### src/hw/rtl/ddmr_pkg.sv
// ddmr_pkg: shared codes, widths, constants and helper functions for the
// differential-drive move regulator and its port checker.
// No dependencies.
package ddmr_pkg;

  // item kinds on the input stream
  typedef enum logic [1:0] {
    FUNC_POLL   = 2'd0,
    FUNC_SET    = 2'd1,
    FUNC_STOP   = 2'd2,
    FUNC_RESUME = 2'd3
  } func_t;

  // halt cause carried with each result beat
  typedef enum logic [1:0] {
    CAUSE_RUN    = 2'd0,
    CAUSE_TARGET = 2'd1,
    CAUSE_STUCK  = 2'd2,
    CAUSE_STOP   = 2'd3
  } cause_t;

  // motion state, one-hot
  typedef enum logic [2:0] {
    MODE_IDLE = 3'b001,
    MODE_FWD  = 3'b010,
    MODE_TURN = 3'b100
  } mode_t;

  // register map indexes
  localparam logic [1:0] REG_GAIN   = 2'd0;
  localparam logic [1:0] REG_CRUISE = 2'd1;
  localparam logic [1:0] REG_MIN    = 2'd2;
  localparam logic [1:0] REG_STUCK  = 2'd3;

  // field widths
  localparam int GAIN_W   = 10;
  localparam int SPEED_W  = 7;
  localparam int STUCK_W  = 16;
  localparam int AMT_W    = 18;
  localparam int ENC_W    = 32;
  localparam int CORR_W   = 32;
  localparam int NEAR_W   = 8;
  localparam int OUT_W    = 8;
  localparam int FRAC_W   = 10;
  localparam int PROD_W   = 16;

  // register reset values
  localparam logic [GAIN_W-1:0]  GAIN_RST   = 10'd300;
  localparam logic [SPEED_W-1:0] CRUISE_RST = 7'd30;
  localparam logic [SPEED_W-1:0] MIN_RST    = 7'd2;
  localparam logic [STUCK_W-1:0] STUCK_RST  = 16'd500;

  // ramp length in ticks at each end of a move
  localparam int RAMP_TICKS = 200;

  // profile divide by the ramp length: reciprocal multiply
  localparam int PROF_SHIFT = 24;
  localparam longint unsigned PROF_MULT_L =
    ((64'd1 << PROF_SHIFT) + 64'(RAMP_TICKS) - 64'd1) / 64'(RAMP_TICKS);
  localparam logic [31:0] PROF_MULT = 32'(PROF_MULT_L);

  // distance and angle to ticks
  localparam int FWD_UM_PER_TICK   = 628319 / 360;
  localparam int ROT_MDEG_PER_TICK = 57296 * FWD_UM_PER_TICK / 294800;
  localparam int FWD_NUM           = 4 * 1000;
  localparam int ROT_NUM           = 2 * 1000;
  localparam int TGT_SHIFT         = 28;
  localparam int TGT_PROD_W        = AMT_W + 32;
  localparam int TGT_Q_W           = 21;
  localparam longint unsigned FWD_MULT_L =
    ((64'(FWD_NUM) << TGT_SHIFT) + 64'(FWD_UM_PER_TICK) - 64'd1) / 64'(FWD_UM_PER_TICK);
  localparam longint unsigned ROT_MULT_L =
    ((64'(ROT_NUM) << TGT_SHIFT) + 64'(ROT_MDEG_PER_TICK) - 64'd1) / 64'(ROT_MDEG_PER_TICK);
  localparam logic [31:0] FWD_MULT = 32'(FWD_MULT_L);
  localparam logic [31:0] ROT_MULT = 32'(ROT_MULT_L);

  // decision stage to product stage
  typedef struct packed {
    logic               fixed;
    cause_t             cause;
    logic               turn;
    logic               dist_pos;
    logic [NEAR_W-1:0]  near;
    logic               err_neg;
    logic [CORR_W-1:0]  err_q;
    logic [FRAC_W-1:0]  err_r;
  } st2_t;

  // product stage to speed stage
  typedef struct packed {
    logic               fixed;
    cause_t             cause;
    logic               turn;
    logic               dist_pos;
    logic [PROD_W-1:0]  prod;
    logic [CORR_W-1:0]  corr;
  } st3_t;

  // unsigned skew correction, wrapped to 32 bits
  function automatic logic [CORR_W-1:0] corr_mag(input logic [CORR_W-1:0] q,
                                                 input logic [FRAC_W-1:0] r,
                                                 input logic [GAIN_W-1:0] gain);
    logic [CORR_W-1:0]        qg;
    logic [FRAC_W+GAIN_W-1:0] rg;
    qg = CORR_W'(q * CORR_W'(gain));
    rg = (FRAC_W+GAIN_W)'(r) * (FRAC_W+GAIN_W)'(gain);
    return qg + CORR_W'(rg[FRAC_W+GAIN_W-1:FRAC_W]);
  endfunction

  // magnitude of a 32-bit two's complement word
  function automatic logic [CORR_W-1:0] mag32(input logic [CORR_W-1:0] v);
    return v[CORR_W-1] ? (~v + 1'b1) : v;
  endfunction

endpackage

### src/hw/rtl/diff_drive_motion_regulator.sv
// diff_drive_motion_regulator: top level of the move regulator, a four-register
// pipeline with an APB register block.
// Depends on ddmr_pkg.
//
// Usage
//   s_* stream: one beat per command (poll encoders, set target, stop, resume).
//   m_* stream: speed beats for both motors with a halt cause. Polls while
//   moving and stop commands give one beat; set target, resume and polls
//   while idle give none.
//   APB port: feedback_gain, cruise_speed, min_speed, stuck_limit at 0x0,
//   0x4, 0x8, 0xC; write only while no command is in flight.
// Timing
//   one beat accepted per cycle while s_tready is high. The stages, in
//   order from command beat to m_tvalid, are: input register, decision stage
//   (motion, skew, ramp distance, stop checks, state update), product stage
//   (ramp product, skew correction multiply), speed stage (ramp divide by
//   reciprocal multiply, speed mix) into the output register.
// Reset
//   synchronous; registers go to their defaults, motion goes idle and the
//   pipeline empties.
// Stall
//   a held m_tready freezes the output beat; the stages behind it keep
//   filling bubbles and s_tready falls only when every stage holds a beat.
module diff_drive_motion_regulator #(
  parameter int POSITION_WIDTH = 32
) (
  input  logic        clk,
  input  logic        rst,
  // command stream
  input  logic        s_tvalid,
  output logic        s_tready,
  input  logic [87:0] s_tdata,   // target_amount[17:0], encoder_left[49:18],
                                 // encoder_right[81:50], zero pad[87:82]
  input  logic [2:0]  s_tuser,   // func[1:0], move_mode[2]
  // speed stream
  output logic        m_tvalid,
  input  logic        m_tready,
  output logic [15:0] m_tdata,   // left_speed[7:0], right_speed[15:8]
  output logic [1:0]  m_tuser,   // halt_cause[1:0]
  // register port
  input  logic        psel,
  input  logic        penable,
  input  logic        pwrite,
  input  logic [3:0]  paddr,
  input  logic [31:0] pwdata,
  output logic [31:0] prdata,
  output logic        pready
);
  import ddmr_pkg::*;

  localparam int PW = POSITION_WIDTH;

  // configuration registers
  logic [GAIN_W-1:0]  feedback_gain;
  logic [SPEED_W-1:0] cruise_speed;
  logic [SPEED_W-1:0] min_speed;
  logic [STUCK_W-1:0] stuck_limit;
  logic               cfg_wr;
  logic               cfg_touched;

  // move state
  mode_t                motion_mode, mode_next;
  mode_t                saved_mode, saved_next;
  logic signed [PW-1:0] target_ticks, target_next;
  logic signed [PW-1:0] origin_left, origin_left_next;
  logic signed [PW-1:0] origin_right, origin_right_next;
  logic signed [PW-1:0] last_motion, last_motion_next;
  logic [STUCK_W-1:0]   stuck_count, stuck_next;
  logic [NEAR_W-1:0]    last_near;
  logic [CORR_W-1:0]    last_q;
  logic [FRAC_W-1:0]    last_r;
  logic [OUT_W-1:0]     last_profile_speed;
  logic [CORR_W-1:0]    last_correction;

  // pipeline registers
  logic                    v1, v2, v3;
  logic                    rdy1, rdy2, rdy3, adv4, fire1;
  func_t                   r1_func;
  logic                    r1_move_mode;
  logic signed [AMT_W-1:0] r1_amount;
  logic signed [ENC_W-1:0] r1_enc_left, r1_enc_right;
  st2_t                    st2, st2_next;
  st3_t                    st3, st3_next;
  logic                    emit, run_poll;

  // apb register block
  assign pready = 1'b1;
  assign cfg_wr = psel && penable && pwrite;

  always_ff @(posedge clk) begin
    if (rst) begin
      feedback_gain <= GAIN_RST;
      cruise_speed  <= CRUISE_RST;
      min_speed     <= MIN_RST;
      stuck_limit   <= STUCK_RST;
    end else if (cfg_wr) begin
      case (paddr[3:2])
        REG_GAIN:   feedback_gain <= pwdata[GAIN_W-1:0];
        REG_CRUISE: cruise_speed  <= pwdata[SPEED_W-1:0];
        REG_MIN:    min_speed     <= pwdata[SPEED_W-1:0];
        REG_STUCK:  stuck_limit   <= pwdata[STUCK_W-1:0];
        default: ;
      endcase
    end
  end

  always_comb begin
    case (paddr[3:2])
      REG_GAIN:   prdata = 32'(feedback_gain);
      REG_CRUISE: prdata = 32'(cruise_speed);
      REG_MIN:    prdata = 32'(min_speed);
      REG_STUCK:  prdata = 32'(stuck_limit);
      default:    prdata = '0;
    endcase
  end

  // ready chain, one bubble-collapsing slot per stage
  assign adv4     = !m_tvalid || m_tready;
  assign rdy3     = !v3 || adv4;
  assign rdy2     = !v2 || rdy3;
  assign rdy1     = !v1 || rdy2;
  assign s_tready = rdy1;
  assign fire1    = v1 && rdy2;

  // input register
  always_ff @(posedge clk) begin
    if (rst) begin
      v1 <= 1'b0;
    end else if (rdy1) begin
      v1 <= s_tvalid;
    end
  end

  always_ff @(posedge clk) begin
    if (s_tvalid && rdy1) begin
      r1_func      <= func_t'(s_tuser[1:0]);
      r1_move_mode <= s_tuser[2];
      r1_amount    <= s_tdata[17:0];
      r1_enc_left  <= s_tdata[49:18];
      r1_enc_right <= s_tdata[81:50];
    end
  end

  // target in ticks: sign * floor(|amount| * num / den) via reciprocal
  logic                  amt_neg;
  logic [AMT_W-1:0]      amt_mag;
  logic [31:0]           tgt_mult;
  logic [TGT_PROD_W-1:0] tgt_prod;
  logic [TGT_Q_W-1:0]    tgt_q;
  logic signed [TGT_Q_W:0] tgt_s;
  logic signed [PW-1:0]  tgt_ticks;

  always_comb begin
    amt_neg   = r1_amount[AMT_W-1];
    amt_mag   = amt_neg ? AMT_W'(-r1_amount) : AMT_W'(r1_amount);
    tgt_mult  = r1_move_mode ? ROT_MULT : FWD_MULT;
    tgt_prod  = TGT_PROD_W'(amt_mag) * TGT_PROD_W'(tgt_mult);
    tgt_q     = tgt_prod[TGT_SHIFT +: TGT_Q_W];
    tgt_s     = amt_neg ? -$signed({1'b0, tgt_q}) : $signed({1'b0, tgt_q});
    tgt_ticks = PW'(tgt_s);
  end

  // motion, skew and ramp distance
  logic signed [PW-1:0] enc_l, enc_r, dl, dr, motion, err, remain;
  logic [PW-1:0]        dmag, mmag, emag, near_mag;
  logic [NEAR_W-1:0]    near;
  logic                 is_turn, dist_pos;

  always_comb begin
    is_turn  = (motion_mode == MODE_TURN);
    enc_l    = PW'(r1_enc_left);
    enc_r    = PW'(r1_enc_right);
    dl       = enc_l - origin_left;
    dr       = enc_r - origin_right;
    motion   = is_turn ? (dl - dr) : (dl + dr);
    err      = is_turn ? (dl + dr) : (dl - dr);
    remain   = target_ticks - motion;
    dmag     = remain[PW-1] ? $unsigned(-remain) : $unsigned(remain);
    mmag     = motion[PW-1] ? $unsigned(-motion) : $unsigned(motion);
    emag     = err[PW-1]    ? $unsigned(-err)    : $unsigned(err);
    near_mag = (dmag < mmag) ? dmag : mmag;
    near     = (near_mag > PW'(RAMP_TICKS)) ? NEAR_W'(RAMP_TICKS) : near_mag[NEAR_W-1:0];
    dist_pos = (remain != '0) && !remain[PW-1];
  end

  // slow-last-speed check: rebuilt from the last poll's inputs while the
  // registers are unchanged, else read from the stored speeds
  logic [PROD_W-1:0] last_prod, prof_lim;
  logic [OUT_W-1:0]  lps_mag;
  logic [CORR_W-1:0] cmag_live, cmag_kept;
  logic              prof_slow, corr_slow, reach;
  logic [STUCK_W-1:0] stuck_inc;

  always_comb begin
    last_prod = PROD_W'(last_near) * PROD_W'(cruise_speed);
    prof_lim  = PROD_W'((PROD_W'(min_speed) + 1'b1) * PROD_W'(RAMP_TICKS));
    lps_mag   = last_profile_speed[OUT_W-1] ? (~last_profile_speed + 1'b1)
                                            : last_profile_speed;
    cmag_live = mag32(corr_mag(last_q, last_r, feedback_gain));
    cmag_kept = mag32(last_correction);
    if (cfg_touched) begin
      prof_slow = (lps_mag <= OUT_W'(min_speed));
      corr_slow = (cmag_kept <= CORR_W'(min_speed));
    end else begin
      prof_slow = (last_prod < prof_lim);
      corr_slow = (cmag_live <= CORR_W'(min_speed));
    end
    reach = (remain == '0) && prof_slow && corr_slow;
    if (motion == last_motion) begin
      stuck_inc = (stuck_count == '1) ? stuck_count : stuck_count + 1'b1;
    end else begin
      stuck_inc = '0;
    end
  end

  // command decode and state update
  always_comb begin
    mode_next         = motion_mode;
    saved_next        = saved_mode;
    target_next       = target_ticks;
    origin_left_next  = origin_left;
    origin_right_next = origin_right;
    last_motion_next  = last_motion;
    stuck_next        = stuck_count;
    emit              = 1'b0;
    run_poll          = 1'b0;
    st2_next          = '0;
    st2_next.cause    = CAUSE_RUN;
    st2_next.turn     = is_turn;
    st2_next.dist_pos = dist_pos;
    st2_next.near     = near;
    st2_next.err_neg  = err[PW-1];
    st2_next.err_q    = CORR_W'(emag >> FRAC_W);
    st2_next.err_r    = emag[FRAC_W-1:0];
    case (r1_func)
      FUNC_SET: begin
        mode_next         = r1_move_mode ? MODE_TURN : MODE_FWD;
        target_next       = tgt_ticks;
        origin_left_next  = enc_l;
        origin_right_next = enc_r;
        last_motion_next  = '0;
        stuck_next        = '0;
      end
      FUNC_STOP: begin
        saved_next     = motion_mode;
        mode_next      = MODE_IDLE;
        emit           = 1'b1;
        st2_next.fixed = 1'b1;
        st2_next.cause = CAUSE_STOP;
      end
      FUNC_RESUME: begin
        mode_next = saved_mode;
      end
      FUNC_POLL: begin
        if (motion_mode != MODE_IDLE) begin
          emit = 1'b1;
          if (reach) begin
            saved_next     = motion_mode;
            mode_next      = MODE_IDLE;
            st2_next.fixed = 1'b1;
            st2_next.cause = CAUSE_TARGET;
          end else begin
            stuck_next = stuck_inc;
            if (stuck_inc >= stuck_limit) begin
              saved_next     = motion_mode;
              mode_next      = MODE_IDLE;
              st2_next.fixed = 1'b1;
              st2_next.cause = CAUSE_STUCK;
            end else begin
              run_poll         = 1'b1;
              last_motion_next = motion;
            end
          end
        end
      end
      default: ;
    endcase
  end

  always_ff @(posedge clk) begin
    if (rst) begin
      motion_mode  <= MODE_IDLE;
      saved_mode   <= MODE_IDLE;
      target_ticks <= '0;
      origin_left  <= '0;
      origin_right <= '0;
      last_motion  <= '0;
      stuck_count  <= '0;
      last_near    <= '0;
      last_q       <= '0;
      last_r       <= '0;
    end else if (fire1) begin
      motion_mode  <= mode_next;
      saved_mode   <= saved_next;
      target_ticks <= target_next;
      origin_left  <= origin_left_next;
      origin_right <= origin_right_next;
      last_motion  <= last_motion_next;
      stuck_count  <= stuck_next;
      if (run_poll) begin
        last_near <= near;
        last_q    <= st2_next.err_q;
        last_r    <= st2_next.err_r;
      end
    end
  end

  // track register writes since the last running poll
  always_ff @(posedge clk) begin
    if (rst) begin
      cfg_touched <= 1'b1;
    end else if (cfg_wr) begin
      cfg_touched <= 1'b1;
    end else if (fire1 && run_poll) begin
      cfg_touched <= 1'b0;
    end
  end

  // decision stage register
  always_ff @(posedge clk) begin
    if (rst) begin
      v2 <= 1'b0;
    end else if (rdy2) begin
      v2 <= v1 && emit;
    end
  end

  always_ff @(posedge clk) begin
    if (fire1 && emit) begin
      st2 <= st2_next;
    end
  end

  // product stage: ramp product and signed skew correction
  logic [CORR_W-1:0] corr_abs;

  always_comb begin
    corr_abs          = corr_mag(st2.err_q, st2.err_r, feedback_gain);
    st3_next.fixed    = st2.fixed;
    st3_next.cause    = st2.cause;
    st3_next.turn     = st2.turn;
    st3_next.dist_pos = st2.dist_pos;
    st3_next.prod     = PROD_W'(st2.near) * PROD_W'(cruise_speed);
    st3_next.corr     = st2.err_neg ? (~corr_abs + 1'b1) : corr_abs;
  end

  always_ff @(posedge clk) begin
    if (rst) begin
      v3 <= 1'b0;
    end else if (rdy3) begin
      v3 <= v2;
    end
  end

  always_ff @(posedge clk) begin
    if (v2 && rdy3) begin
      st3 <= st3_next;
    end
  end

  // speed stage: divide by ramp length, clamp to min speed, mix skew
  logic [31:0]        prof_full;
  logic [SPEED_W-1:0] prof, smag;
  logic [OUT_W-1:0]   ts, c8, left_spd, right_spd;

  always_comb begin
    prof_full = 32'(st3.prod) * PROF_MULT;
    prof      = prof_full[PROF_SHIFT +: SPEED_W];
    smag      = (prof > min_speed) ? prof : min_speed;
    ts        = st3.dist_pos ? {1'b0, smag} : (~{1'b0, smag} + 1'b1);
    c8        = st3.corr[OUT_W-1:0];
    left_spd  = ts - c8;
    right_spd = st3.turn ? ((~ts + 1'b1) - c8) : (ts + c8);
  end

  // output register
  always_ff @(posedge clk) begin
    if (rst) begin
      m_tvalid <= 1'b0;
    end else if (adv4) begin
      m_tvalid <= v3;
    end
  end

  always_ff @(posedge clk) begin
    if (v3 && adv4) begin
      if (st3.fixed) begin
        m_tdata <= '0;
      end else begin
        m_tdata <= {right_spd, left_spd};
      end
      m_tuser <= st3.cause;
    end
  end

  // speeds of the last running poll
  always_ff @(posedge clk) begin
    if (rst) begin
      last_profile_speed <= '0;
      last_correction    <= '0;
    end else if (v3 && adv4 && !st3.fixed) begin
      last_profile_speed <= ts;
      last_correction    <= st3.corr;
    end
  end

endmodule

### config.mk
export PLATFORM = sky130hd
export DESIGN_NAME = diff_drive_motion_regulator
export DESIGN_NICKNAME = d
export VERILOG_FILES = /design/src/hw/rtl/ddmr_pkg.sv /design/src/hw/rtl/diff_drive_motion_regulator.sv
export SDC_FILE = /design/constraint.sdc
export NUM_CORES = 2
export LEC_CHECK = 0
export ABC_CLOCK_PERIOD_IN_PS = 12400
export BUFFER_PORTS_ARGS = -buffer_cell sky130_fd_sc_hd__buf_2
export CORE_ASPECT_RATIO = 0.75
export CORE_MARGIN = 5
export CORE_UTILIZATION = 60
export CTS_CLUSTER_SIZE = 20
export DETAILED_ROUTE_END_ITERATION = 12
export PLACE_DENSITY_LB_ADDON = 0.3
export SYNTH_ARGS = -nofsm -noshare
export SYNTH_HDL_FRONTEND = slang
export SYNTH_SLANG_ARGS = --single-unit
### constraint.sdc
create_clock -name clk -period 12.4 [get_ports clk]
set_input_delay 1.24 -clock clk [delete_from_list [all_inputs] [get_ports clk]]
set_output_delay 1.24 -clock clk [all_outputs]
set_load 0.1 [all_outputs]
* Word level (Yosys, flattened, before mapping) *
Index checks and enable logic that the tools add are counted.

storage, ports and cells
  bits of input ports = 134
  register bits after elaboration = 466
  logic and storage cells = 190
  output and inout bits = 53

cells by class
  mux-type cells = 48
  $mul = 9
  add/sub/neg operators = 23
  reductions and logical operators = 40
  order comparisons = 8
  equal/unequal tests = 14
  bitwise gates (word level) = 6

operators with widths
  kind                      count
  $mux W32                  12
  $pmux W32 S4              1
  $add A32 B1 Y32 const B   3
  $neg A32 Y32              3
  $not A32 Y32              3
  $sub A32 B32 Y32          3
  $add A32 B10 Y32          2
  $le A32 B7 Y1             2
  $mul A22 B10 Y32          2
  $mux W16                  4
  $pmux W32 S2              1
  $mul A18 B31 Y49          1
  $mul A10 B10 Y20          2
  $add A32 B32 Y32          1
  $eq A32 B32 Y1            1
  $gt A32 B8 Y1 const B     1
  $logic_not A32 Y1         1
  $lt A32 B32 Y1            1
  $mux W8                   4
  $pmux W16 S2              1
  $reduce_bool A32 Y1       1
  $sub A22 B32 Y32          1
  $mul A15 B17 Y31 const B  1
  $mux W31                  1
  40 further kinds          95

* Depth between registers and ports, before layout *
  depth in word-level cells = 12
  mapped depth = 61
  gate-level depth less buffers = 56

* Worst setup path after synthesis *
No wires, ideal clock.

  path type = register -> register
  start point = register feedback_gain[1]
  end point = register last_motion[10]
  arrival = 12.506 ns
  slack = -0.233 ns
  cell stages (with the launch flop) = 60
  data required time = 12.272 ns
  setup time = 0.128 ns
  path buffers = 6
  period minus slack after synthesis = 12.633 ns
  cells stage by stage = dfxtp_1 -> clkbuf_1 -> clkbuf_1 -> nand2_1 -> fa_1 -> inv_1 -> fa_1 -> inv_1 -> fa_1 -> inv_1 -> fa_1 -> inv_1 -> fa_1 -> inv_1 -> ha_1 -> a21oi_1 -> nor2b_1 -> o21a_1 -> [... 24 more ...] -> ha_1 -> nor2b_1 -> o21a_1 -> o21a_1 -> o21a_1 -> o21ai_0 -> nand2b_1 -> a21oi_1 -> o22ai_1 -> a221oi_1 -> o211a_1 -> nor4b_1 -> a41oi_1 -> nor4_2 -> a221oi_1 -> buf_2 -> mux2i_1 -> nor2_1

on the way
  longest elaborated chain between the ends = 10
  elaborated cells between the ends (all ways) = 11
  classes of those cells = add/sub: 2; mul: 2; order compare: 1; eq/ne: 1; mux: 2; bitwise: 1; reduce/logical: 2

RTL lines
  what                                                  RTL line                            text
  start, declared                                       diff_drive_motion_regulator.sv:54   logic [GAIN_W-1:0] feedback_gain;
  start signal, assigned                                diff_drive_motion_regulator.sv:98   REG_GAIN: feedback_gain <= pwdata[GAIN_W-1:0];
  $mul A22 B10 Y32 or $mul A10 B10 Y20 (tied branches)  ddmr_pkg.sv:105, ddmr_pkg.sv:106
  $add A32 B10 Y32 *                                    ddmr_pkg.sv:107                     return qg + CORR_W'(rg[FRAC_W+GAIN_W-1:FRAC_W]);
  $not A32 Y32                                          ddmr_pkg.sv:112                     return v[CORR_W-1] ? (~v + 1'b1) : v;
  $add A32 B1 Y32                                       ddmr_pkg.sv:112
  $mux W32 *                                            ddmr_pkg.sv:112
  $le A32 B7 Y1 *                                       diff_drive_motion_regulator.sv:206  corr_slow = (cmag_live <= CORR_W'(min_speed));
  $mux W1 *                                             diff_drive_motion_regulator.sv:201  if (cfg_touched) begin
  $logic_and A1 B1 Y1 *                                 diff_drive_motion_regulator.sv:208  reach = (remain == '0) && prof_slow && corr_slow;
  $ne A2 B2 Y1 (no source line) *                       --
  $reduce_and A5 Y1 (no source line) *                  --
  end signal, assigned                                  diff_drive_motion_regulator.sv:298  last_motion <= last_motion_next;
  end, declared                                         diff_drive_motion_regulator.sv:67   logic signed [PW-1:0] last_motion, last_motion_next;

Mark *: on every way between the ends. The rest lies on a longest branch, timed or not.
A chain may end at the register's enable or synchronous reset.

* Worst setup path in the final report *
  start point = register feedback_gain[2]
  end point = register last_motion[29]

The elaborated chain is that of the path after synthesis.

==> summary.md <==
| Metric | Value |
|---|---|
| Vias/cell | 5.88 |
| Syn avg cell area | roughly 8.7 um2 |
| Synthesized area | 0.0766 mm2 |
| Row Count | 113 |
| Final instance area | between 0.08 and 0.09 mm2 |
| Root buffer cell | clkbuf_16 |
| Async SR Flop Fraction | 0% |
| Initial antenna violation count | 5 |
| Pin count of the biggest net entering global routing | 111 |
| Most common cell on crit path | o21a_1 |
| Grt total ovfl | 0 |
| Die Ht | roughly 320 um |
| Drt pass-1 iters | 6 |
| Final hold vios | 0 |
| Fin crit share | between 90% and 100% |
| Total Die Area | 0.135 mm2 |
| Via count | between 60000 and 70000 |
| Flops & latches, synth | 466 |
| Worst Setup End Kind | flop |
| # IOs | around 190 |
| Gate Count Post-Synth | a little under 9000 |
| CP Launch Type | flop |
| 1st-iter DRT viols | around 5400 |
| Pre-CTS setup slack | -0.681 ns |
| Max-slew headroom | 20.3% |
| Avg WL per Cell | 19.4 um |
| CP Max Fanout | 16 |
| Worst Setup Path Type | reg2reg |
| Clock skew | roughly 0.031 ns |
| Max stage delay on crit path | 0.53 ns |
| CTS tree | built |
| Post-synthesis sequential area ratio | between 10% and 20% |
| Vias in the first global route | about 63000 |
| Period minus WS final | roughly 12 ns |
| RD Place Congestion | 0.992 |
| Final Routed Wirelength | ~210000 um |
| Slowest library cell on the worst path | fa_1 |
| Max_cap viols | 0 |
| Least-Margin Pin Slew | approximately 1.2 ns |
| Layout cells sized above 1 | about 9% |
| Status | finished clean |
| Setup ws final | about 0.41 ns |
| Fillers | between 10000 and 15000 |
| Placed instance area | about 0.081 mm2 |
| Distinct cells, synth | around 120 |
| Commonest cells after routing, fill and taps aside | 1330 x inv_1, 1013 x nand2_1, 955 x ha_1 |
| Inserted Clock Buffers | between 50 and 60 |
| HP Class | reg2reg |
| Chip Width | 423 um |
| Setup TNS | 0 ns |
| Gr usage total | a little under a third |
| Global-route wire length before repair | between 300000 and 400000 um |
| Post-DRT Antenna Nets | 0 |
| Ys flop type | dfxtp_1 |
| Area growth syn-to-layout | 8.91% |
| Clk_lat worst skew | slightly below 0.7 ns |
| Crit path DAT | 12.58 ns |
| RSZ-0062 raised after global routing | true |
| Core Footprint | roughly 0.13 mm2 |
| Final net count | roughly 11000 |
| Worst path required time | about 13 ns |
| Number of synthesized flops with an enable pin | 201 |
| Final setup vio count | 0 |
| Final HPWL DP | between 150000 and 200000 um |
| Max H-tree Level | 2 |
| Yosys Warn Count | 0 |
| Most common library cell in the layout ignoring fill and taps | inv_1 |
| Max Fclk | 0.0834 GHz |
| DRC viols | 0 |
| IO Port Bufs | between 100 and 150 |
| Initial core utilization | roughly three fifths |
| Reg clk slew, reported paths | ~0.080 ns |
| Post-route core utilization | between 60% and 70% |
| # clock sinks | around 470 |
| Final Slew Violations | 0 |
| Maximum clock path buffer count | 3 |
worst max-delay path: cells and delay by family (launching register included):
| kind | cells | cell delay, ns |
|---|---|---|
| flops | 1 | 0.39 |
| compound gates | 25 | 4.33 |
| buf+inv | 9 | 0.90 |
| simple gates | 11 | 1.51 |
| xor+xnor | 1 | 0.09 |
| fa+ha+maj | 11 | 4.66 |
registers in the layout, summed over array words and instances, names as in the netlist, 32 cells and up:
register / flops
st3: 44
origin_right: 32
origin_left: 32
last_motion: 32
enc_r: 32
enc_l: 32
st2: 46
last_correction: 32
cell usage after synthesis (74+ instances only):
| library cell | instances | area share (%) |
|---|---|---|
| and2_1 | 345 | 2.8 |
| a21oi_1 | 453 | 3.0 |
| o21ai_0 | 256 | 1.7 |
| edfxtp_1 | 201 | 7.9 |
| o21a_1 | 75 | 0.74 |
| or3_1 | 74 | 0.60 |
| inv_1 | 1335 | 6.5 |
| xor2_1 | 169 | 1.9 |
| nor2_1 | 482 | 2.4 |
| nand2b_1 | 90 | 0.74 |
| ha_1 | 962 | 16 |
| nand2_1 | 1017 | 5.0 |
| clkbuf_1 | 293 | 1.4 |
| xnor2_1 | 303 | 3.5 |
| nand3_1 | 123 | 0.80 |
| dfxtp_1 | 265 | 6.9 |
| mux2i_1 | 108 | 1.4 |
| a21o_1 | 138 | 1.4 |
| fa_1 | 909 | 24 |
| nor3_1 | 122 | 0.80 |
layout make-up:
class                           count  area [um2]  area share, %
Antenna cell                        1        2.50        0.00300
Clock buffer                       66        1430           1.71
Clock inverter                     30         262          0.314
Inverter                         1341        5040           6.04
Multi-Input combinational cell   6688       59600           71.5
Sequential cell                   466       11400           13.6
Tap cell                         1667        2090           2.50
Timing Repair Buffer              509        3570           4.28
logic make-up (layout without fill, tap and decap cells):
family	count (synthesis)	count (layout)	share of synthesized area (%)
simple gates	2656	2656	16.8
buf+inv	1709	1946	8.53
mux	123	123	1.75
xor+xnor	474	474	5.46
flops	466	466	14.8
other cells	2	52	0.00981
compound gates	1513	1513	13.1
fa+ha+maj	1871	1871	39.5
final timing paths:
| check | cells after the start | endpoint | startpoint | slack (ns) |
|---|---|---|---|---|
| max | 57 | last_motion[29] | feedback_gain[2] | 0.41 |
| min | 0 | m_tuser[1] | st3[51] | 0.43 |
| max reg2reg | 57 | last_motion[29] | feedback_gain[2] | 0.41 |
| min reg2reg | 0 | m_tuser[1] | st3[51] | 0.43 |
per-stage QoR:
step | std cells | hold slack, ns
after CTS | 10700 | 0.434
final | 10800 | 0.434
after detailed placement | 10600 | 0.419
after global routing | 10800 | 0.447
after floorplan | 8863 | 0.400
after global placement | 10600 | 0.405
layer usage:
layer	GRT usage (%)	part of all wire, %	up-vias
met5	0	0.0062	-
met4	8.56	3.1	2
met3	7.19	9.7	387
met2	47.2	44	2534
met1	42.2	43	30700
li1	-	-	29700
timing repair:
action,in CTS,in global routing
hold buffers,0,0
gates resized for setup,19,142
setup buffers,6,21
endpoints found under the setup margin,69,107
hold endpoints to repair,0,0
cloned,0,2
pin swaps,7,84
Power is left out: the tool's default activity adds up to more than one toggle a clock period on the data nets, which glitch-free logic cannot reach.
